===== config.mk =====
export PLATFORM = sky130hd
export DESIGN_NAME = sleep_posture_hold_alarm_flat
export DESIGN_NICKNAME = d
export VERILOG_FILES = /design/src/sv/spha_pkg.sv /design/src/sv/spha_smp_if.sv /design/src/sv/spha_res_if.sv /design/src/sv/spha_bin.sv /design/src/sv/spha_core.sv /design/src/sv/sleep_posture_hold_alarm.sv /design/src/flat_wrapper.sv
export SDC_FILE = /design/constraint.sdc
export NUM_CORES = 1
export LEC_CHECK = 0
export BUFFER_PORTS_ARGS = -buffer_cell sky130_fd_sc_hd__buf_2
export CORE_MARGIN = 8
export CORE_UTILIZATION = 60
export DETAILED_ROUTE_END_ITERATION = 8
export PLACE_DENSITY = 0.85
export SYNTH_ARGS = -nofsm -noshare
export SYNTH_HDL_FRONTEND = slang
export SYNTH_HIERARCHICAL = 1
export SYNTH_SLANG_ARGS = --single-unit

===== constraint.sdc =====
create_clock -name i_clk -period 10.7 [get_ports i_clk]
set_clock_uncertainty 0.15 [all_clocks]
set_input_delay 1.605 -clock i_clk [delete_from_list [all_inputs] [get_ports i_clk]]
set_output_delay 1.605 -clock i_clk [all_outputs]
set_load 0.05 [all_outputs]

===== src/sv/spha_pkg.sv =====
`default_nettype none

package spha_pkg;

    localparam int unsigned TILT_W    = 13;
    localparam int unsigned TIME_W    = 32;
    localparam int unsigned POSE_W    = 3;
    localparam int unsigned CAUSE_W   = 2;
    localparam int unsigned COUNT_W   = 3;
    localparam int unsigned MIN_W     = 8;
    localparam int unsigned LIMIT_W   = 14;
    localparam int unsigned CFG_POSES = 6;
    localparam int unsigned CFG_IDX_W = 3;
    localparam int unsigned CFG_DATA_W = 52;

    // register indexes
    localparam logic [CFG_IDX_W-1:0] REG_BOUNDS_LO = 3'd0;
    localparam logic [CFG_IDX_W-1:0] REG_BOUNDS_HI = 3'd1;
    localparam logic [CFG_IDX_W-1:0] REG_MINUTES   = 3'd2;
    localparam logic [CFG_IDX_W-1:0] REG_DELTA     = 3'd3;
    localparam logic [CFG_IDX_W-1:0] REG_SAMPLES   = 3'd4;

    localparam logic [12:0] DELTA_RST   = 13'd240;
    localparam logic [2:0]  SAMPLES_RST = 3'd3;
    localparam logic [2:0]  COUNT_MAX   = 3'd7;

    // clear causes
    localparam logic [CAUSE_W-1:0] CAUSE_NONE  = 2'd0;
    localparam logic [CAUSE_W-1:0] CAUSE_MOVED = 2'd1;
    localparam logic [CAUSE_W-1:0] CAUSE_POSE  = 2'd2;

    typedef struct packed {
        logic signed [TILT_W-1:0] tilt;
        logic [TIME_W-1:0]        now_seconds;
        logic                     recalibrate;
    } t_smp;

    typedef struct packed {
        logic [POSE_W-1:0]  posture;
        logic               alarm_active;
        logic               alarm_raised;
        logic               alarm_cleared;
        logic [CAUSE_W-1:0] clear_cause;
        logic [TIME_W-1:0]  held_seconds;
    } t_res;

    // sample after binning, held in the input stage
    typedef struct packed {
        logic signed [TILT_W-1:0] tilt;
        logic [TIME_W-1:0]        now_seconds;
        logic                     recalibrate;
        logic                     bin_hit;
        logic [POSE_W-1:0]        bin_idx;
    } t_stage;

    typedef struct packed {
        logic [47:0] minutes;
        logic [12:0] delta;
        logic [2:0]  samples;
    } t_cfg;

endpackage

`default_nettype wire


===== src/sv/spha_smp_if.sv =====
`default_nettype none

interface spha_smp_if;
    logic          valid;
    logic          ready;
    spha_pkg::t_smp data;

    modport source (output valid, output data, input ready);
    modport sink   (input valid, input data, output ready);
endinterface

`default_nettype wire


===== src/sv/spha_res_if.sv =====
`default_nettype none

interface spha_res_if;
    logic          valid;
    logic          ready;
    spha_pkg::t_res data;

    modport source (output valid, output data, input ready);
    modport sink   (input valid, input data, output ready);
endinterface

`default_nettype wire


===== src/sv/spha_bin.sv =====
`default_nettype none

module spha_bin #(
    parameter int unsigned NUM_POSES = 6
) (
    input  wire logic signed [spha_pkg::TILT_W-1:0] i_tilt,
    input  wire logic [51:0]                        i_bounds_lo,
    input  wire logic [38:0]                        i_bounds_hi,
    output logic                                    o_hit,
    output logic [spha_pkg::POSE_W-1:0]             o_idx
);

    localparam int unsigned NB =
        (NUM_POSES < spha_pkg::CFG_POSES) ? NUM_POSES : spha_pkg::CFG_POSES;

    logic signed [spha_pkg::TILT_W-1:0] w_bound [0:spha_pkg::CFG_POSES];

    // bound 0 opens posture 0, bound k closes posture k-1
    assign w_bound[0] = signed'(i_bounds_lo[12:0]);
    assign w_bound[1] = signed'(i_bounds_lo[25:13]);
    assign w_bound[2] = signed'(i_bounds_lo[38:26]);
    assign w_bound[3] = signed'(i_bounds_lo[51:39]);
    assign w_bound[4] = signed'(i_bounds_hi[12:0]);
    assign w_bound[5] = signed'(i_bounds_hi[25:13]);
    assign w_bound[6] = signed'(i_bounds_hi[38:26]);

    // scan from the top down so the lowest matching bin wins
    always_comb begin
        o_hit = 1'b0;
        o_idx = '0;
        for (int i = NB - 1; i >= 0; i--) begin
            if (i == 0) begin
                if (w_bound[0] <= i_tilt && i_tilt <= w_bound[1]) begin
                    o_hit = 1'b1;
                    o_idx = '0;
                end
            end else if (i_tilt <= w_bound[i+1]) begin
                o_hit = 1'b1;
                o_idx = spha_pkg::POSE_W'(i);
            end
        end
    end

endmodule

`default_nettype wire


===== src/sv/spha_core.sv =====
`default_nettype none

module spha_core (
    input  wire logic              i_clk,
    input  wire logic              i_rst_n,
    input  wire logic              i_fire,
    input  wire spha_pkg::t_stage  i_stage,
    input  wire spha_pkg::t_cfg    i_cfg,
    output spha_pkg::t_res         o_res
);

    logic [spha_pkg::POSE_W-1:0]        r_held, n_held;
    logic [spha_pkg::POSE_W-1:0]        r_cur, n_cur;
    logic [spha_pkg::TIME_W-1:0]        r_start, n_start;
    logic signed [spha_pkg::TILT_W-1:0] r_latch, n_latch;
    logic [spha_pkg::COUNT_W-1:0]       r_moved, n_moved;
    logic                               r_alarm, n_alarm;

    logic [spha_pkg::MIN_W-1:0]   w_min;
    logic [spha_pkg::LIMIT_W-1:0] w_limit;
    logic [spha_pkg::TIME_W-1:0]  w_elapsed;
    logic                         w_timed;
    logic signed [spha_pkg::TILT_W:0] w_diff;
    logic [spha_pkg::TILT_W:0]    w_absdiff;
    logic                         w_moved;
    logic                         w_raised, w_cleared;
    logic [spha_pkg::CAUSE_W-1:0] w_cause;

    // per-posture limit: minutes * 60 as (m << 6) - (m << 2)
    always_comb begin
        w_min = '0;
        for (int i = 0; i < spha_pkg::CFG_POSES; i++) begin
            if (n_cur == spha_pkg::POSE_W'(i)) begin
                w_min = i_cfg.minutes[i*8 +: 8];
            end
        end
        w_limit = {w_min, 6'b0} - {4'b0, w_min, 2'b0};
    end

    assign n_cur     = i_stage.bin_hit ? i_stage.bin_idx : r_cur;
    assign w_elapsed = i_stage.now_seconds - r_start;
    assign w_timed   = (r_held == n_cur) &&
                       (w_elapsed >= {{(spha_pkg::TIME_W-spha_pkg::LIMIT_W){1'b0}}, w_limit});
    assign w_diff    = {r_latch[spha_pkg::TILT_W-1], r_latch}
                     - {i_stage.tilt[spha_pkg::TILT_W-1], i_stage.tilt};
    assign w_absdiff = w_diff[spha_pkg::TILT_W] ? unsigned'(-w_diff) : unsigned'(w_diff);
    assign w_moved   = w_absdiff > {1'b0, i_cfg.delta};

    always_comb begin
        n_held    = r_held;
        n_start   = r_start;
        n_latch   = r_latch;
        n_moved   = r_moved;
        n_alarm   = r_alarm;
        w_raised  = 1'b0;
        w_cleared = 1'b0;
        w_cause   = spha_pkg::CAUSE_NONE;
        if (i_stage.recalibrate) begin
            n_held  = n_cur;
            n_start = i_stage.now_seconds;
            n_moved = '0;
        end else if (w_timed) begin
            if (!r_alarm) begin
                n_latch  = i_stage.tilt;
                n_alarm  = 1'b1;
                w_raised = 1'b1;
            end else if (w_moved) begin
                if (r_moved > i_cfg.samples) begin
                    n_latch   = i_stage.tilt;
                    n_moved   = '0;
                    n_alarm   = 1'b0;
                    n_start   = i_stage.now_seconds;
                    w_cleared = 1'b1;
                    w_cause   = spha_pkg::CAUSE_MOVED;
                end else if (r_moved != spha_pkg::COUNT_MAX) begin
                    n_moved = r_moved + 1'b1;
                end
            end else begin
                n_moved = '0;
            end
        end else if (r_held != n_cur) begin
            if (r_alarm) begin
                n_alarm   = 1'b0;
                n_moved   = '0;
                w_cleared = 1'b1;
                w_cause   = spha_pkg::CAUSE_POSE;
            end
            n_held  = n_cur;
            n_start = i_stage.now_seconds;
        end
    end

    always_comb begin
        o_res.posture       = n_cur;
        o_res.alarm_active  = n_alarm;
        o_res.alarm_raised  = w_raised;
        o_res.alarm_cleared = w_cleared;
        o_res.clear_cause   = w_cause;
        o_res.held_seconds  = i_stage.now_seconds - n_start;
    end

    always_ff @(posedge i_clk) begin
        if (!i_rst_n) begin
            r_held  <= '0;
            r_cur   <= '0;
            r_start <= '0;
            r_latch <= '0;
            r_moved <= '0;
            r_alarm <= 1'b0;
        end else if (i_fire) begin
            r_held  <= n_held;
            r_cur   <= n_cur;
            r_start <= n_start;
            r_latch <= n_latch;
            r_moved <= n_moved;
            r_alarm <= n_alarm;
        end
    end

endmodule

`default_nettype wire


===== src/sv/sleep_posture_hold_alarm.sv =====
// Sleep posture hold alarm.
// i_smp (sink) takes one tilt beat per cycle while ready is high: tilt in 1/16 degree, the
// seconds count and a recalibrate flag. o_res (source) returns one status
// beat per sample, in order: posture, alarm state, raise/clear flags with
// the clear cause, and seconds held in the current posture.
// Configuration goes in through i_cfg_we / i_cfg_idx / i_cfg_wdata; write it
// only while no sample is in flight.
// Binning sits ahead of the input register; the state update and
// hold/cancel compares sit ahead of the result register.
// Throughput: one sample per cycle while the receiver takes results.
// When the receiver stalls, the result register holds its beat and the
// input register keeps one more sample; ready drops once both are full.
// Reset clears posture, timing, alarm and the valid flags of both pipeline
// registers; the config registers return to all bounds and limits zero,
// cancel delta 240 and cancel sample count 3.
`default_nettype none

module sleep_posture_hold_alarm #(
    parameter int unsigned NUM_POSES = 6
) (
    input  wire logic                                i_clk,
    input  wire logic                                i_rst_n,
    input  wire logic                                i_cfg_we,
    input  wire logic [spha_pkg::CFG_IDX_W-1:0]      i_cfg_idx,
    input  wire logic [spha_pkg::CFG_DATA_W-1:0]     i_cfg_wdata,
    spha_smp_if.sink                                 i_smp,
    spha_res_if.source                               o_res
);

    // configuration registers
    logic [51:0] r_bounds_lo;
    logic [38:0] r_bounds_hi;
    logic [47:0] r_minutes;
    logic [12:0] r_delta;
    logic [2:0]  r_samples;

    // input stage and result stage
    logic             r_s1_valid;
    spha_pkg::t_stage r_s1, n_s1;
    logic             r_out_valid;
    spha_pkg::t_res   r_out;

    logic             w_out_free;
    logic             w_fire;
    logic             w_accept;
    spha_pkg::t_cfg   w_cfg;
    spha_pkg::t_res   w_res;
    logic             w_hit;
    logic [spha_pkg::POSE_W-1:0] w_idx;

    always_ff @(posedge i_clk) begin
        if (!i_rst_n) begin
            r_bounds_lo <= '0;
            r_bounds_hi <= '0;
            r_minutes   <= '0;
            r_delta     <= spha_pkg::DELTA_RST;
            r_samples   <= spha_pkg::SAMPLES_RST;
        end else if (i_cfg_we) begin
            unique case (i_cfg_idx)
                spha_pkg::REG_BOUNDS_LO: r_bounds_lo <= i_cfg_wdata[51:0];
                spha_pkg::REG_BOUNDS_HI: r_bounds_hi <= i_cfg_wdata[38:0];
                spha_pkg::REG_MINUTES:   r_minutes   <= i_cfg_wdata[47:0];
                spha_pkg::REG_DELTA:     r_delta     <= i_cfg_wdata[12:0];
                spha_pkg::REG_SAMPLES:   r_samples   <= i_cfg_wdata[2:0];
                default: begin
                    // drop writes to unused indexes
                end
            endcase
        end
    end

    assign w_cfg.minutes = r_minutes;
    assign w_cfg.delta   = r_delta;
    assign w_cfg.samples = r_samples;

    // Handshake: the result register frees when empty or taken, the input
    // stage advances into it, and a new beat enters behind it.
    assign w_out_free  = !r_out_valid || o_res.ready;
    assign w_fire      = r_s1_valid && w_out_free;
    assign i_smp.ready = !r_s1_valid || w_out_free;
    assign w_accept    = i_smp.valid && i_smp.ready;

    // Bin the tilt on the way in so the stage register holds the bin index.
    spha_bin #(
        .NUM_POSES (NUM_POSES)
    ) u_bin (
        .i_tilt      (i_smp.data.tilt),
        .i_bounds_lo (r_bounds_lo),
        .i_bounds_hi (r_bounds_hi),
        .o_hit       (w_hit),
        .o_idx       (w_idx)
    );

    always_comb begin
        n_s1.tilt        = i_smp.data.tilt;
        n_s1.now_seconds = i_smp.data.now_seconds;
        n_s1.recalibrate = i_smp.data.recalibrate;
        n_s1.bin_hit     = w_hit;
        n_s1.bin_idx     = w_idx;
    end

    always_ff @(posedge i_clk) begin
        if (!i_rst_n) begin
            r_s1_valid <= 1'b0;
        end else if (w_accept) begin
            r_s1_valid <= 1'b1;
        end else if (w_fire) begin
            r_s1_valid <= 1'b0;
        end
    end

    always_ff @(posedge i_clk) begin
        if (w_accept) begin
            r_s1 <= n_s1;
        end
    end

    // Posture timing and alarm state; commits only when the stage fires.
    spha_core u_core (
        .i_clk   (i_clk),
        .i_rst_n (i_rst_n),
        .i_fire  (w_fire),
        .i_stage (r_s1),
        .i_cfg   (w_cfg),
        .o_res   (w_res)
    );

    always_ff @(posedge i_clk) begin
        if (!i_rst_n) begin
            r_out_valid <= 1'b0;
        end else if (w_fire) begin
            r_out_valid <= 1'b1;
        end else if (o_res.ready) begin
            r_out_valid <= 1'b0;
        end
    end

    always_ff @(posedge i_clk) begin
        if (w_fire) begin
            r_out <= w_res;
        end
    end

    assign o_res.valid = r_out_valid;
    assign o_res.data  = r_out;

endmodule

`default_nettype wire


===== src/flat_wrapper.sv =====
// flat-port wrapper written by rule: the top's interface ports become plain ports
module sleep_posture_hold_alarm_flat 
#(
    parameter int unsigned NUM_POSES = 6
)
  (i_clk, i_rst_n, i_cfg_we, i_cfg_idx, i_cfg_wdata, i_smp_valid, i_smp_data, i_smp_ready, o_res_valid, o_res_data, o_res_ready);
  spha_smp_if i_smp_i ();
  spha_res_if o_res_i ();
  input  wire logic i_clk;
  input  wire logic i_rst_n;
  input  wire logic i_cfg_we;
  input  wire logic [spha_pkg::CFG_IDX_W-1:0] i_cfg_idx;
  input  wire logic [spha_pkg::CFG_DATA_W-1:0] i_cfg_wdata;
  input wire logic [$bits(i_smp_i.valid)-1:0] i_smp_valid;
  input wire logic [$bits(i_smp_i.data)-1:0] i_smp_data;
  output wire logic [$bits(i_smp_i.ready)-1:0] i_smp_ready;
  output wire logic [$bits(o_res_i.valid)-1:0] o_res_valid;
  output wire logic [$bits(o_res_i.data)-1:0] o_res_data;
  input wire logic [$bits(o_res_i.ready)-1:0] o_res_ready;
  assign i_smp_i.valid = i_smp_valid;
  assign i_smp_i.data = i_smp_data;
  assign i_smp_ready = i_smp_i.ready;
  assign o_res_valid = o_res_i.valid;
  assign o_res_data = o_res_i.data;
  assign o_res_i.ready = o_res_ready;
  sleep_posture_hold_alarm #(.NUM_POSES(NUM_POSES)) u_core (.i_clk(i_clk), .i_rst_n(i_rst_n), .i_cfg_we(i_cfg_we), .i_cfg_idx(i_cfg_idx), .i_cfg_wdata(i_cfg_wdata), .i_smp(i_smp_i), .o_res(o_res_i));
endmodule

* Word level (Yosys, flattened, before mapping)
Cells that the tools add are included.
Widths: inputs -> output; s select.
** Storage, ports and cells
- Register bits :: 302
- Input bits :: 106
- Output and inout bits :: 42
** Cells by class
- Reductions and logical operators :: 26
- $lt $le $gt $ge :: 10
- Equal/unequal tests :: 18
- Bitwise gates (word level) :: 2
- Multiplexer cells :: 57
- Add/sub/neg operators :: 6
** Operators by type and width (count)
- $mux 32 :: 6
- $le 13x13->1 :: 7
- $sub 32x32->32 :: 2
- $mux 8 :: 6
- $mux 3 :: 14
- $mux 13 :: 3
- $ge 32x14->1 :: 1
- $mux 1 :: 22
- $gt 14x13->1 :: 1
- $mux 14 :: 1
- $neg 14->14 :: 1
- $sub 13x13->14 :: 1
- $sub 14x10->14 :: 1
- $eq 3x2->1 const B :: 4
- $mux 2 :: 5
- $reduce_and 2->1 :: 5
- $reduce_and 5->1 :: 2
- $eq 3x3->1 const B :: 3
- $eq 3x1->1 const B :: 2
- $logic_not 3->1 :: 2
- $ne 2x1->1 const B :: 3
- $ne 3x2->1 const B :: 2
- $reduce_bool 2->1 :: 3
- $ne 5x2->1 const B :: 1
- other kinds (14) :: 21

* Depth between registers and ports, before layout
Gate-level depths: netlist (run 1).
- Depth after elaboration :: 14
- Mapped depth :: 40
- Depth with buffers taken out :: 40

* By module
The synthesis (run 1) kept the hierarchy.
** Modules (own cells, without submodules)
- sleep_posture_hold_alarm :: instances 1, sequential area each 5845.6 sq um, area each 8615.8 sq um, cells each 671
- spha_core :: instances 1, sequential area each 1101.1 sq um, area each 8363.0 sq um, cells each 1154
- spha_bin :: instances 1, sequential area each 0.0 sq um, area each 2394.8 sq um, cells each 338

* Worst setup path before layout (run 1)
OpenSTA, ideal clock, no wires.
- Kind :: reg-to-reg
- Start :: register u_core/r_s1[3] in the netlist's numbering
- End :: register u_core.r_out (netlist bit u_core/o_res.data[28]) (data pin)
- Stages on the path, launching flop included :: 40
- Arrival time :: 7.288 ns
- Data required time :: 10.262 ns
- Setup slack :: 2.974 ns
- Clock period less this slack :: 7.726 ns
- Path buffers :: 2
- Path through :: edfxtp_1 mux2i_1 inv_1 clkbuf_1 clkbuf_1 nand2_1 nand3_1 a31oi_1 ha_1 nand4_1 a21oi_1 nor2_1 nor2_1 o21ai_0 nor2b_1 xnor2_1 ha_1 a21o_1 [... 4 more ...] and4bb_2 nand4b_1 nor4_4 o21ai_2 mux2_2 ha_1 inv_1 fa_1 a21o_1 a21oi_1 o21ai_0 a21oi_1 nand2b_1 a21oi_1 o211ai_1 nand2_1 a31oi_1 o311ai_0
** RTL lines
- start, declared :: line sleep_posture_hold_alarm.sv:39 : spha_pkg::t_stage r_s1, n_s1;
- start signal, assigned :: line sleep_posture_hold_alarm.sv:114 : r_s1 <= n_s1;
- end signal, assigned :: line sleep_posture_hold_alarm.sv:140 : r_out <= w_res;
- end, declared :: line sleep_posture_hold_alarm.sv:41 : spha_pkg::t_res r_out;

==> results of run 1 <==
[tightest hold or removal path, stage by stage (launching register included)]
cell     delay, ns
dfxtp_1       0.31
nand2_1       0.05
mux2i_1       0.05
[where the power goes]
group / internal [W] / leakage [nW] / switching [W]
Combinational: 0.000315 / 6.30 / 0.000498
Sequential: 0.00124 / 2.58 / 0.0000327
Clock: 0.000571 / 0.481 / 0.000465
Total: 0.00213 / 9.36 / 0.000995
[sequential cells by signal, summed over array words and instances, names as in the netlist]
name and count:
u_core/r_bounds_hi 39, u_core/u_core/r_latch 13, u_core/o_res.valid 1, u_core/r_bounds_lo 52, u_core/r_minutes 48, u_core/u_core/r_moved 3, u_core/u_core/r_cur 3, u_core/u_core/r_alarm 1
u_core/r_s1 50, u_core/o_res.data 40, u_core/u_core/r_start 32, u_core/r_delta 13, u_core/r_s1_valid 1, u_core/u_core/r_held 3, u_core/r_samples 3
[logic make-up after synthesis]
group                      synth area share [%]
DFF                                       35.86
xor gates and xnor gates                  3.617
buffers and inverters                     6.181
muxes                                     12.36
adders and majority gates                 13.29
AOI/OAI and AO/OA                         11.73
and+or+nand+nor                           16.96
[cell type report]
type | instances | area (µm²) | share of cell area (%)
sequential | 302 | 6947 | 32.59
timing repair buffer | 158 | 827.0 | 3.880
clock inverter | 22 | 158.9 | 0.7455
multi-input combinational | 1586 | 11320 | 53.10
tap | 408 | 510.5 | 2.395
clock buffer | 36 | 814.5 | 3.822
inverter | 197 | 739.5 | 3.469
[metal layers]
layer | vias to the layer above | GRT usage [%] | share of wire, %
met5 | - | 0 | 0
met4 | 0 | 9.489 | 3.9
met3 | 128 | 3.547 | 6.3
met2 | 590 | 42.62 | 47
met1 | 7592 | 31.91 | 43
li1 | 7770 | - | -
[stage by stage]
step / instance area (µm²) / cells / hold WS [ns] / power [W] / utilization, %
3_3_place_gp: 20340 / 2651 / 0.2922 / 0.002059 / 63.16
2_1_floorplan: 19370 / 2163 / 0.2770 / 0.001895 / -
6_report: 21310 / 2709 / 0.3066 / 0.003126 / 66.18
4_1_cts: 21310 / 2709 / 0.3105 / 0.003136 / 66.18
3_5_place_dp: 20340 / 2651 / 0.2972 / 0.002099 / 63.16
5_1_grt: 21310 / 2709 / 0.3270 / 0.003264 / 66.18
[cells in the final DEF (no fill, tap or decap), drive strengths merged, types with 36 or more instances in the layout]
cell type	n
a21o	36
inv	197
xnor2	56
nor2	79
clkbuf	37
a21oi	109
ha	201
dfxtp	212
o21ai	69
nand3	40
mux2i	237
nand2	403
edfxtp	90
nor2b	38
buf	157
[final timing paths]
kind                           from                     end  cells after the start  slack [ns]
max                  u_core/r_s1[3]   u_core/o_res.data[31]                     36        1.22
min          u_core/r_bounds_lo[28]  u_core/r_bounds_lo[28]                      2        0.31
max reg2reg          u_core/r_s1[3]   u_core/o_res.data[31]                     36        1.22
min reg2reg  u_core/r_bounds_lo[28]  u_core/r_bounds_lo[28]                      2        0.31
==> results.cfg, run 1 <==
[status]
status = finished clean

[die]
dieHeight_um = 195.7
dieArea_mm2 = 0.03829
ios = 148
fp.dieW_um = 195.7
core_mm2 = 0.03221
initial_utilization_pct = 60.16
fp-row-count = 66

[yosys]
synthMostInstantiatedCell = nand2_1
synth_edf_count = 90
yosys-top-cells-area = dfxtp_1 (22%), edfxtp_1 (14%), ha_1 (13%)
synth_area_per_cell_um2 = 8.957
yosysUniqueCellTypes = 82
netlist_area_mm2 = 0.01937
synth_nets = 2473
ys_ff_latch = 302
synth_top_area_share_pct = 21.91
syn_inst = 2163
synth_flop_cell = dfxtp_1
synth-warning-count = 6
synthArstFlopShare_pct = 0
synth_top_area_cell = dfxtp_1
yosys-top-cells-count = nand2_1 (403), mux2i_1 (237), dfxtp_1 (212), ha_1 (201), inv_1 (196)
yosysSeqAreaShare_pct = 35.86

[sta]
setup-violations-final = 0
hold_violations = 0
period_share_pct = 88.64
worst_pin_slew_ns = 1.202
relSlewSlack_pct = 19.27
drv_slew = 0
worst_slack_ns = 1.216
period_minus_slack_ns = 9.484
max_freq_mhz = 105.4
fin_tns_setup_ns = 0
rsz0062_at_grt = no

[final_layout]
drive_gt1_share_pct = 10.43
nFillCells = 2529
antennaDiodeCount = 0
finalNetCount = 2586
syn_to_final_growth_pct = 10.02

[grt]
grt_pass1_vias = 15990
gr-total-overflow = 0
grt_antenna_before_repair = 0
grt_max_degree = 142
grt_use_total_pct = 25.05
grt_pass1_wl_um = 79400

[setup_path]
critPathKind = flip-flop to flip-flop
slowest_delay_ns = 0.75
cp.arrival_ns = 9.65
critPathLaunchType = flip-flop
cp-end-kind = flip-flop
worstPathRequired_ns = 10.87
worst_path_most_repeated_cell = a21oi_1
path_buf_inv = 3
cp_top_family = compound AO/OA/AOI/OAI gates
cp_max_fo = 32
cp_slowest_cell = mux2i_1

[detailed_routing]
wire_per_inst_um = 18.45
dr.pass1.iters = 6
postRouteAntennaNets = 0
routed_via_density = 5.936
routed_wl_um = 49990
drcViolationCount = 0
vias = 16080
drt_iter0_drc = 1071

[clock_tree]
cts.htree.levels = 1
cts_resized = 0
cts.clk_slew.worst_paths_ns = 0.07
cts_sinks = 302
cts.path.max_buffers = 3
cts_buffers = 31
cts_hold_buf = 0
cts_tree = built
cts_root_buf = clkbuf_16
cts_setup_buffers = 0
insertion_delay_ns = 0.59

[power]
ir_drop_uv = 137.0
leakage_nw = 9.361
power.density_mw_per_mm2 = 146.7

[placed_design]
port_buffers = 147
place_congestion = 0.9198
place_hpwl_um = 36850
pre_cts_ws_ns = 1.396

[min_path]
hp-class = flip-flop to flip-flop

[flow_run]
cap_violations = 0
Power figures use the tool's default switching activity.
==> run 2: changes to the inputs <==
--- a/config.mk
+++ b/config.mk
@@ -12,5 +12,4 @@
 export PLACE_DENSITY = 0.85
 export SYNTH_ARGS = -nofsm -noshare
 export SYNTH_HDL_FRONTEND = slang
-export SYNTH_HIERARCHICAL = 1
 export SYNTH_SLANG_ARGS = --single-unit
==> results.cfg, run 2 <==
[status]
status = finished clean

[setup_path]
reg2reg_depth = 36
worstPathRequired_ns = 10.83
cp_max_fo = 13
r2r_start = u_core.r_s1[3]
regToRegEndpoint = u_core.o_res.data[30]
cp_slowest_cell = nor4_4
critPathLaunchType = flip-flop
cp.arrival_ns = 9.91
cp-end-kind = flip-flop
worst_path_most_repeated_cell = a21oi_1
r2r_setup_slack_ns = 0.92
critPathKind = flip-flop to flip-flop
slowest_delay_ns = 1.04

[placed_design]
dpl_cell_area_mm2 = 0.02092
place_congestion = 0.9459
place_hpwl_um = 39880
port_buffers = 147

[die]
ios = 148
dieArea_mm2 = 0.03933
core_mm2 = 0.03262
dieHeight_um = 198.3
fp.dieW_um = 198.3
fp-row-count = 66
initial_utilization_pct = 61.15

[min_path]
holdPathStages = 2
hold_start = u_core.r_bounds_lo[15]
worstHoldEndpoint = u_core.r_bounds_lo[15]
hp-class = flip-flop to flip-flop

[detailed_routing]
postRouteAntennaNets = 0
drt_iter0_drc = 1461
wire_per_inst_um = 18.20
dr.pass1.iters = 5
vias = 18050
drcViolationCount = 0
routed_via_density = 6.016
routed_wl_um = 54620

[power]
switching_share_pct = 31.35
ir_drop_uv = 143.9
clkPwrFrac_pct = 37.8
power_switching_w = 0.001046
p_int_w = 0.002291
leakage_nw = 8.625
seq_power_share_pct = 38.3
pwr-share-comb_pct = 23.9
power.density_mw_per_mm2 = 150.9
finalPower_w = 0.003337

[yosys]
ys_ff_latch = 302
netlist_area_mm2 = 0.01995
yosys-top-cells-area = dfxtp_1 (21%), edfxtp_1 (14%), ha_1 (13%)
synth_edf_count = 90
yosysSeqAreaShare_pct = 34.83
synthMostInstantiatedCell = nand2_1
synth_area_per_cell_um2 = 8.158
yosysUniqueCellTypes = 82
synthArstFlopShare_pct = 0
syn_inst = 2445
yosys-top-cells-count = nand2_1 (573), a21oi_1 (250), dfxtp_1 (212), ha_1 (201), inv_1 (190)
synth_flop_cell = dfxtp_1
synth-warning-count = 0
synth_top_area_share_pct = 21.28
synth_top_area_cell = dfxtp_1
synth_nets = 2755

[final_layout]
regMostFlops = u_core.r_bounds_lo
finalNetCount = 2843
drive_gt1_share_pct = 11.22
fin_area_mm2 = 0.02212
layout_common_cells = nand2_1 (573), a21oi_1 (249), dfxtp_1 (212)
antennaDiodeCount = 0
reg_top3 = u_core.r_bounds_lo x52, u_core.r_s1 x50, u_core.r_minutes x48
syn_to_final_growth_pct = 10.88
largest_reg_flops = 52
layout_commonest_cell = nand2_1

[grt]
gr-total-overflow = 0
grt_pass1_vias = 17790
grt_antenna_before_repair = 0
grt_use_total_pct = 27.22
grt_max_degree = 102
grt_pass1_wl_um = 88090

[sta]
hold_violations = 0
period_minus_slack_ns = 9.777
period_share_pct = 91.38
setup-violations-final = 0
fin_tns_setup_ns = 0
worst_pin_slew_ns = 1.288
rsz0062_at_grt = no
holdWs_ns = 0.3040
relSlewSlack_pct = 14.15
max_freq_mhz = 102.3
drv_slew = 0

[clock_tree]
insertion_delay_ns = 0.55
cts_hold_buf = 0
cts_setup_buffers = 0
cts.path.max_buffers = 3
cts_sinks = 302
cts.clk_slew.worst_paths_ns = 0.06
cts.htree.levels = 2
cts_resized = 0
cts_root_buf = clkbuf_16
cts_tree = built
cts_buffers = 35

[flow_run]
cap_violations = 0
-- run 2: changes by cell type in the layout (fill, tap and decap cells not counted), sizes merged, moves of 8 or more --
cell / before / now
a211oi: 13 / 38
a21oi: 109 / 252
clkinv: 19 / 8
mux2i: 237 / 82
nand2: 403 / 573
nand2b: 19 / 29
nand4: 26 / 34
nor2: 79 / 126
nor2b: 38 / 26
nor3: 28 / 20
-- run 2: per-layer routing --
layer / wire length (µm) / GRT usage [%] / vias to the layer above / part of all wire (%)
li1: - / - / 8662 / -
met1: 22590 / 33.15 / 8499 / 41
met2: 25860 / 46.72 / 728 / 47
met3: 3894 / 4.703 / 165 / 7.1
met4: 2279 / 11.95 / 0 / 4.2
met5: 0 / 0 / - / 0
-- run 2: layout make-up --
cell class / instances / area (µm²)
timing repair buffer: 161 / 840.8
tap: 442 / 553.0
inverter: 193 / 726.9
clock inverter: 19 / 265.3
multi-input combinational: 1840 / 11850
clock buffer: 44 / 929.6
fill: 2618 / 10500
sequential: 302 / 6947
-- run 2: power by group through the flow --
stage | combinational, W | clock [W] | sequential, W
2_1_floorplan | 0.000531 | 0 | 0.00135
3_3_place_gp | 0.000755 | 0 | 0.00130
3_5_place_dp | 0.000780 | 0 | 0.00130
4_1_cts | 0.000788 | 0.00128 | 0.00128
5_1_grt | 0.000877 | 0.00132 | 0.00128
6_report | 0.000798 | 0.00126 | 0.00128
-- run 2: worst max-delay path by stage --
stage                   startpoint                    end  slack [ns]  cells after the start
finish              u_core.r_s1[3]  u_core.o_res.data[30]        0.92                     36
global placement    u_core.r_s1[3]  u_core.o_res.data[30]        1.53                     36
floorplan           u_core.r_s1[3]  u_core.o_res.data[30]        2.76                     37
CTS                 u_core.r_s1[3]  u_core.o_res.data[30]        1.09                     36
global route        u_core.r_s1[3]  u_core.o_res.data[30]        0.22                     36
detailed placement  u_core.r_s1[3]  u_core.o_res.data[30]        1.16                     36
-- run 2: cells by family after synthesis --
family	count (synthesis)	synth area share, %
adder cells (fa/ha/maj)	204	12.91
buffers and inverters	303	5.972
XOR/XNOR	74	3.249
AND/OR/NAND/NOR	917	19.92
AO/OA/AOI/OAI	558	18.62
flip-flops	302	34.83
multiplexers	87	4.510
-- run 2: critical path: cells and delay by family (launching register included) --
kind	cells	cell delay, ns
xor gates and xnor gates	2	0.27
and+or+nand+nor	8	2.35
buffers and inverters	3	0.46
DFF	1	0.43
adders and majority gates	4	1.25
AOI/OAI and AO/OA	17	3.51
muxes	2	1.08
-- run 2: through the flow --
step	cells	setup slack (ns)	utilization, %
finish	3001	0.9226	67.80
global placement	2938	1.530	64.14
global route	3001	0.2236	67.80
detailed placement	2938	1.156	64.14
CTS	3001	1.091	67.80
floorplan	2445	2.759	-
